<file path="src/design/poly_eval_mean_abs_error_defines.svh">
// Assertion macros shared by the block's modules.
`ifndef POLY_EVAL_MEAN_ABS_ERROR_DEFINES_SVH
`define POLY_EVAL_MEAN_ABS_ERROR_DEFINES_SVH
`ifndef NO_ASSERTIONS
`define PEM_ASSERT(label, clk, rst_n, prop, msg) \
  label: assert property (@(posedge clk) disable iff (!rst_n) prop) else $error(msg);
`define PEM_ASSERT_ONEHOT(label, clk, rst_n, sig, msg) \
  label: assert property (@(posedge clk) disable iff (!rst_n) $onehot(sig)) else $error(msg);
`else
`define PEM_ASSERT(label, clk, rst_n, prop, msg)
`define PEM_ASSERT_ONEHOT(label, clk, rst_n, sig, msg)
`endif
`endif

</file>
<file path="src/design/pem_pkg.sv">
`timescale 1ns / 1ps
package pem_pkg;

  localparam int unsigned CoefW = 48;
  localparam int unsigned DataW = 32;
  localparam int unsigned SumW  = 48;

  // Configuration register indexes.
  localparam logic [2:0] RegCoef0  = 3'd0;
  localparam logic [2:0] RegCoef1  = 3'd1;
  localparam logic [2:0] RegCoef2  = 3'd2;
  localparam logic [2:0] RegCoef3  = 3'd3;
  localparam logic [2:0] RegDegree = 3'd4;

  // Commands from the controller to the datapath.
  typedef struct packed {
    logic load;      // capture the point, load the top coefficient
    logic mul;       // register the low half of the acc * x magnitude product
    logic mul_hi;    // register the high half of the acc * x magnitude product
    logic add;       // finish one Horner step
    logic finish;    // form fitted value and error, update sum and count
    logic div_start; // start the mean division
    logic div_step;  // one bit of the restoring division
    logic out_load;  // move the result into the output register
  } pem_cmd_t;

  // Status from the datapath to the controller.
  typedef struct packed {
    logic steps_left; // Horner steps remain
    logic last;       // captured point closes the set
    logic div_done;   // division finished
  } pem_sts_t;

endpackage

</file>
<file path="src/design/pem_ctrl.sv">
`timescale 1ns / 1ps
`include "poly_eval_mean_abs_error_defines.svh"
module pem_ctrl
  import pem_pkg::*;
(
  input  logic     clk_i,
  input  logic     rst_ni,
  input  logic     in_valid_i,
  output logic     in_ready_o,
  input  logic     out_busy_i,
  input  pem_sts_t sts_i,
  output pem_cmd_t cmd_o
);

  typedef enum logic [6:0] {
    StIdle   = 7'b0000001,
    StMul    = 7'b0000010,
    StMulHi  = 7'b0000100,
    StAdd    = 7'b0001000,
    StFinish = 7'b0010000,
    StDiv    = 7'b0100000,
    StOut    = 7'b1000000
  } state_e;

  state_e state_q, state_d;

  // A new point enters only when no work is in flight.
  assign in_ready_o = (state_q == StIdle);

  // Next state and command decode.
  always_comb begin
    state_d = state_q;
    cmd_o   = '0;
    case (state_q)
      StIdle: begin
        if (in_valid_i) begin
          cmd_o.load = 1'b1;
          state_d    = StMul;
        end
      end
      StMul: begin
        if (sts_i.steps_left) begin
          cmd_o.mul = 1'b1;
          state_d   = StMulHi;
        end else begin
          state_d = StFinish;
        end
      end
      StMulHi: begin
        cmd_o.mul_hi = 1'b1;
        state_d      = StAdd;
      end
      StAdd: begin
        cmd_o.add = 1'b1;
        state_d   = StMul;
      end
      StFinish: begin
        cmd_o.finish = 1'b1;
        if (sts_i.last) begin
          cmd_o.div_start = 1'b1;
          state_d         = StDiv;
        end else begin
          state_d = StOut;
        end
      end
      StDiv: begin
        if (sts_i.div_done) begin
          state_d = StOut;
        end else begin
          cmd_o.div_step = 1'b1;
        end
      end
      StOut: begin
        if (!out_busy_i) begin
          cmd_o.out_load = 1'b1;
          state_d        = StIdle;
        end
      end
      default: state_d = StIdle;
    endcase
  end

  always_ff @(posedge clk_i or negedge rst_ni) begin
    if (!rst_ni) begin
      state_q <= StIdle;
    end else begin
      state_q <= state_d;
    end
  end

  `PEM_ASSERT_ONEHOT(a_state_onehot, clk_i, rst_ni, state_q, "state register not one-hot")
  `PEM_ASSERT(a_load_from_idle, clk_i, rst_ni, cmd_o.load |=> (state_q == StMul), "load did not start evaluation")
  `PEM_ASSERT(a_out_to_idle, clk_i, rst_ni, cmd_o.out_load |=> in_ready_o, "output did not free the input")

endmodule

</file>
<file path="config.mk">
export PLATFORM = sky130hd
export DESIGN_NAME = pem_ctrl
export DESIGN_NICKNAME = d
export VERILOG_FILES = /design/src/design/pem_pkg.sv /design/src/design/pem_ctrl.sv
export VERILOG_INCLUDE_DIRS = /design/src /design/src/design
export SDC_FILE = /design/constraint.sdc
export NUM_CORES = 1
export LEC_CHECK = 0
export BUFFER_PORTS_ARGS = -buffer_cell sky130_fd_sc_hd__buf_2
export CORE_AREA = 2 2 39 41
export DETAILED_ROUTE_END_ITERATION = 16
export DIE_AREA = 0 0 41 43
export HOLD_SLACK_MARGIN = 0.06
export PLACE_DENSITY = 0.6
export SYNTH_ARGS = -nofsm -noshare
export SYNTH_HDL_FRONTEND = slang
export SYNTH_SLANG_ARGS = --single-unit
export TNS_END_PERCENT = 30
</file>
<file path="constraint.sdc">
create_clock -name clk_i -period 3.86 [get_ports clk_i]
set_input_delay 0 -clock clk_i [delete_from_list [all_inputs] [get_ports clk_i]]
set_output_delay 0 -clock clk_i [all_outputs]
set_load 0.01 [all_outputs]
</file>
# --- Word level (Yosys, flattened, before mapping) ---
# Index checks and enable logic that the tools add are counted.
classes:
  eq_ne: 10
  muxes: 18
  n_reduce_logical: 1
ops:
  columns: ["operator", "count"]
  rows:
  - ["7-bit case mux with 7 select lines", 1]
  - ["7-bit two-way mux", 4]
  - ["1-bit two-way mux", 11]
  - ["7-bit by 1-bit equality test with 1-bit output, second input constant", 1]
  - ["7-bit by 2-bit equality test with 1-bit output, second input constant", 1]
  - ["7-bit by 3-bit equality test with 1-bit output, second input constant", 1]
  - ["7-bit by 4-bit equality test with 1-bit output, second input constant", 1]
  - ["7-bit by 5-bit equality test with 1-bit output, second input constant", 1]
  - ["7-bit by 6-bit equality test with 1-bit output, second input constant", 1]
  - ["7-bit equality test, second input constant", 1]
  - ["2-bit inequality test, second input constant", 3]
  - ["5-bit two-way mux", 1]
  - ["3-bit AND reduction", 1]
  - ["2-bit two-way mux", 1]
word_totals:
  ff_bits: 7
  in_bits: 7
  out_inout_bits: 9
  word_cells: 30

# --- Depth between registers and ports, before layout ---
depth:
  depth_word: 3
  depth_mapped: 5
  mapped_depth_nobuf: 4

# --- Least setup slack after synthesis ---
# Ideal clock, no wire load.
synth_timing:
  kind: "register to register"
  from: "register state_q[5]"
  to: "register state_q[6]"
  t_arrival_ns: 1.622
  required_ns: 3.732
  slack_ns: 2.111
  stages_incl_launch_ff: 5
  period_less_slack_ns: 1.749
  path_cell_list: "dfrtp_1 -> or4_4 -> nor3_4 -> a32oi_1 -> mux2_1"
synth_between:
  elab_chain_cells: 3
  word_cells_on_any_way: 12
  cone_classes: "eq/ne (10); mux (1); reduce/logical (1)"
synth_rtl:
  columns: ["element", "line", "source"]
  rows:
  - ["start: declaration", "pem_ctrl.sv:25", "state_e state_q, state_d;"]
  - ["start signal: assignment", "pem_ctrl.sv:85", "state_q <= StIdle;"]
  - ["start signal: assignment", "pem_ctrl.sv:87", "state_q <= state_d;"]
  - ["7-bit by 1-bit equality test with 1-bit output *", null, null]
  - ["via in_ready_o", "pem_ctrl.sv:9", "output logic in_ready_o,"]
  - ["2-bit inequality test (no source line)", null, null]
  - ["3-bit AND reduction (no source line)", null, null]
# Mark *: on every way through the listed nets, which the timed path passes. The rest lies on a longest branch.
# A chain may end at the register's enable or synchronous reset.

==> run_results.csv <==
group,metric,value,unit
cells_and_area,mostFrequentLayoutCells,"sky130_fd_sc_hd__buf_2 (15), sky130_fd_sc_hd__nor2_1 (7), sky130_fd_sc_hd__dfrtp_1 (6), sky130_fd_sc_hd__nor3_1 (5), sky130_fd_sc_hd__nand2_1 (5)",
cells_and_area,area_overhead_of_the_layout_relative_to_synthesis,31.2,%
setup_path,critical-path-top-delay-family,"simple AND/OR/NAND/NOR gates",
setup_path,critical_path_peak_fanout,9,
placed_design,placedInstanceArea,568,um2
clocking,cts_inserted_buffers,3,
floorplan,boundaryPins,16,
pwr,leakagePower,0.000323,uW
clocking,post-cts-setup-buffer-count,0,
detailed_routing,firstDrtPassIters,4,
clocking,cts.htree.levels,1,
detailed_routing,route.detailed.vias_per_inst,5.43,
sta,relSlewSlack,73.1,%
detailed_routing,wire_per_inst,12.0,um
cells_and_area,largest-register,"state_q",
grt,grt_most_used_layer,"met2",
synthesis,mappedNetlistNets,61,
grt,grt.met1_usage,21.7,%
placed_design,post_detail_place_hpwl,802,um
floorplan,chipHeight,43,um
clocking,tritoncts_num_sinks,7,
grt,grtUsageTotal,16.0,%
sta,finalCriticalPeriod,1810,ps
clocking,cts_root_buf,"sky130_fd_sc_hd__clkbuf_4",
synthesis,postSynthAreaPerCell,8.83,um2
grt,grt_pass1_wl,1870,um
cells_and_area,antennaDiodeCount,0,
pwr,power_per_cell_area,478,nW/um2
detailed_routing,num_vias,494,
grt,grt_use_met2,22.2,%
clocking,clk_slew_on_worst_s_h_paths,60,ps
clocking,clkLatencyLatePin,260,ps
setup_path,crit_buf_inv,1,
setup_path,crit_path_end_kind,"primary output",
grt,first_global_vias,439,
synthesis,synth.yosys.seq_area_share,37.0,%
detailed_routing,drc_violation_count_after_routing,0,
floorplan,placeableCoreArea,1380,um2
synthesis,syn_area,477,um2
cells_and_area,fillers,134,
detailed_routing,first_iter_violations,16,
synthesis,yosys_reg_bits,7,
status,result_of_the_run,"complete, no violations",
cells_and_area,largest_reg_flops,7,
cells_and_area,multi_input_area,293,um2
sta,timing.final.crit_share,47.0,%
grt,globalRoute.totalOverflow,0,
setup_path,critPathKind,"reg2out",
sta,drv_slew,0,
cells_and_area,number_of_nets_in_the_layout,83,
cells_and_area,final_common_cell,"sky130_fd_sc_hd__buf_2",
cells_and_area,largest_registers,"state_q (7)",
synthesis,synth.top_cell.area_share,31.5,%
sta,fin_setup_tns,0,ps
pwr,max-vdd-ir-drop,277,uV
detailed_routing,finalWirelength,1100,um
synthesis,synth.distinct_cells,30,
sta,hold_violations,0,
placed_design,gp_congestion,0.746,
setup_path,critPathSlowestCell,"sky130_fd_sc_hd__or4_4",
floorplan,floorplan.initialDensity,34.4,%
grt,fraction_of_met3_tracks_used_by_global_routing,7.85,%
synthesis,synth_area_leader_cell,"sky130_fd_sc_hd__dfrtp_1",
sta,maxClockFrequency,551,MHz
floorplan,dieWidth,41,um
setup_path,worst-endpoint-required,3860,ps
worst_hold_path,min_path_type,"in2async",
floorplan,die_area,1760,um2
cells_and_area,share_of_cells_above_drive_strength_1,30.7,%
sta,final-setup-viol-count,0,
synthesis,synth_cells,54,
sta,max_slew.worst_pin.slew,402,ps
detailed_routing,route.antenna.remaining_nets,0,
setup_path,worst_ep_arrival_time,1810,ps
setup_path,worstSetupStartpointType,"flip-flop",
sta,grt_setup_unrepaired,"false",
flow_run,max_cap_viols,0,
setup_path,timing.critical_path.cells,"or4_4 -> nor2_1 -> and3_1 -> buf_2",
placed_design,numPortBuffers,15,
setup_path,slowest_stage_delay_on_critical_path,610,ps
floorplan,std_cell_rows,14,
grt,grt_start_max_net_pins,13,
cells_and_area,layout.cell_area.non_filler,626,um2
clocking,cts.path.max_buffers,2,
synthesis,post_synth_main_area_contributors,"sky130_fd_sc_hd__dfrtp_1 (31%), sky130_fd_sc_hd__dfstp_2 (5.5%), sky130_fd_sc_hd__nor2_1 (5.5%)",
synthesis,synthesis.yosys.warnings,0,
clocking,cts_tree,"built",
grt,antenna_violations_before_repair,0,
sta,maximum_clock_skew_at_final_layout,0.515,ps
cells_and_area,sequential_cell_area,176,um2
## worst register-to-register path, stage by stage (launching register included)
cell	delay (ps)
sky130_fd_sc_hd__dfrtp_1	460
sky130_fd_sc_hd__or4_4	620
sky130_fd_sc_hd__nor3_4	190
sky130_fd_sc_hd__a32oi_1	80
sky130_fd_sc_hd__mux2_1	340
## cell families after synthesis
kind of cell	after synthesis	synth area share, %
AO/OA/AOI/OAI	8	10.8
multiplexers	2	4.46
flip-flops	7	37.0
buffers and inverters	2	1.57
XOR/XNOR	1	1.84
AND/OR/NAND/NOR	34	44.4
## worst paths after layout
| kind | start | to | slack [ps] | depth (start not counted) |
|---|---|---|---|---|
| max | state_q[5] | cmd_o[6] | 2050 | 4 |
| min | rst_ni | state_q[6] | 100 | 2 |
| max reg2reg | state_q[5] | state_q[6] | 2060 | 4 |
| min reg2reg | state_q[1] | state_q[1] | 500 | 1 |
| max in group asynchronous | rst_ni | state_q[0] | 3530 | 2 |
| min in group clk_i | sts_i[0] | state_q[5] | 140 | 4 |
## repair_timing
item                      4_1_cts  5_1_grt
hold endpoints to repair       10        0
hold buffers                    3        0
resized for setup               0        0
## cell type report
class                   count  area share, %
multi-input cells          45           46.8
flip-flops and latches      7           28.2
repair buffers             18           16.8
clock buffers               3           3.60
well taps                  16           3.20
clock inverters             1          0.800
inverters                   1          0.600
## per-stage QoR
stage                     total power, uW  std cells  util (%)  hold slack, ps  setup slack (ps)
after floorplan                       193         54         -            -296              2110
after global placement                228         84      41.0            -148              2110
after global routing                  327         91      45.2             123              1830
after detailed placement              229         84      41.0            -152              2090
after CTS                             304         91      45.2             107              2030
final                                 299         91      45.2            98.6              2050
## synth_stat cells (all sizes together)
master / count
a211oi: 1
a21o: 1
a21oi: 1
a32oi: 1
and2: 1
and3: 2
and3b: 1
and4b: 2
clkbuf: 1
dfrtp: 6
dfstp: 1
inv: 1
mux2: 1
mux2i: 1
nand2: 5
nand2b: 1
nor2: 7
nor2b: 2
nor3: 6
nor3b: 1
nor4: 1
nor4b: 1
o211ai: 1
o21ai: 3
or2b: 1
or3b: 2
or4: 1
xor2: 1
## report_power, final
| group | internal, uW | switching (uW) |
|---|---|---|
| Sequential | 89.3 | 17.5 |
| Clock | 38.1 | 32.4 |
| Combinational | 54.8 | 67.2 |
## metal layers
metal	up-vias	share of wire (%)
met4	0	0
met2	18	46
met1	234	46
li1	242	-
met5	-	0
met3	0	7.4
No activity file was read; power rests on OpenSTA's default activity.
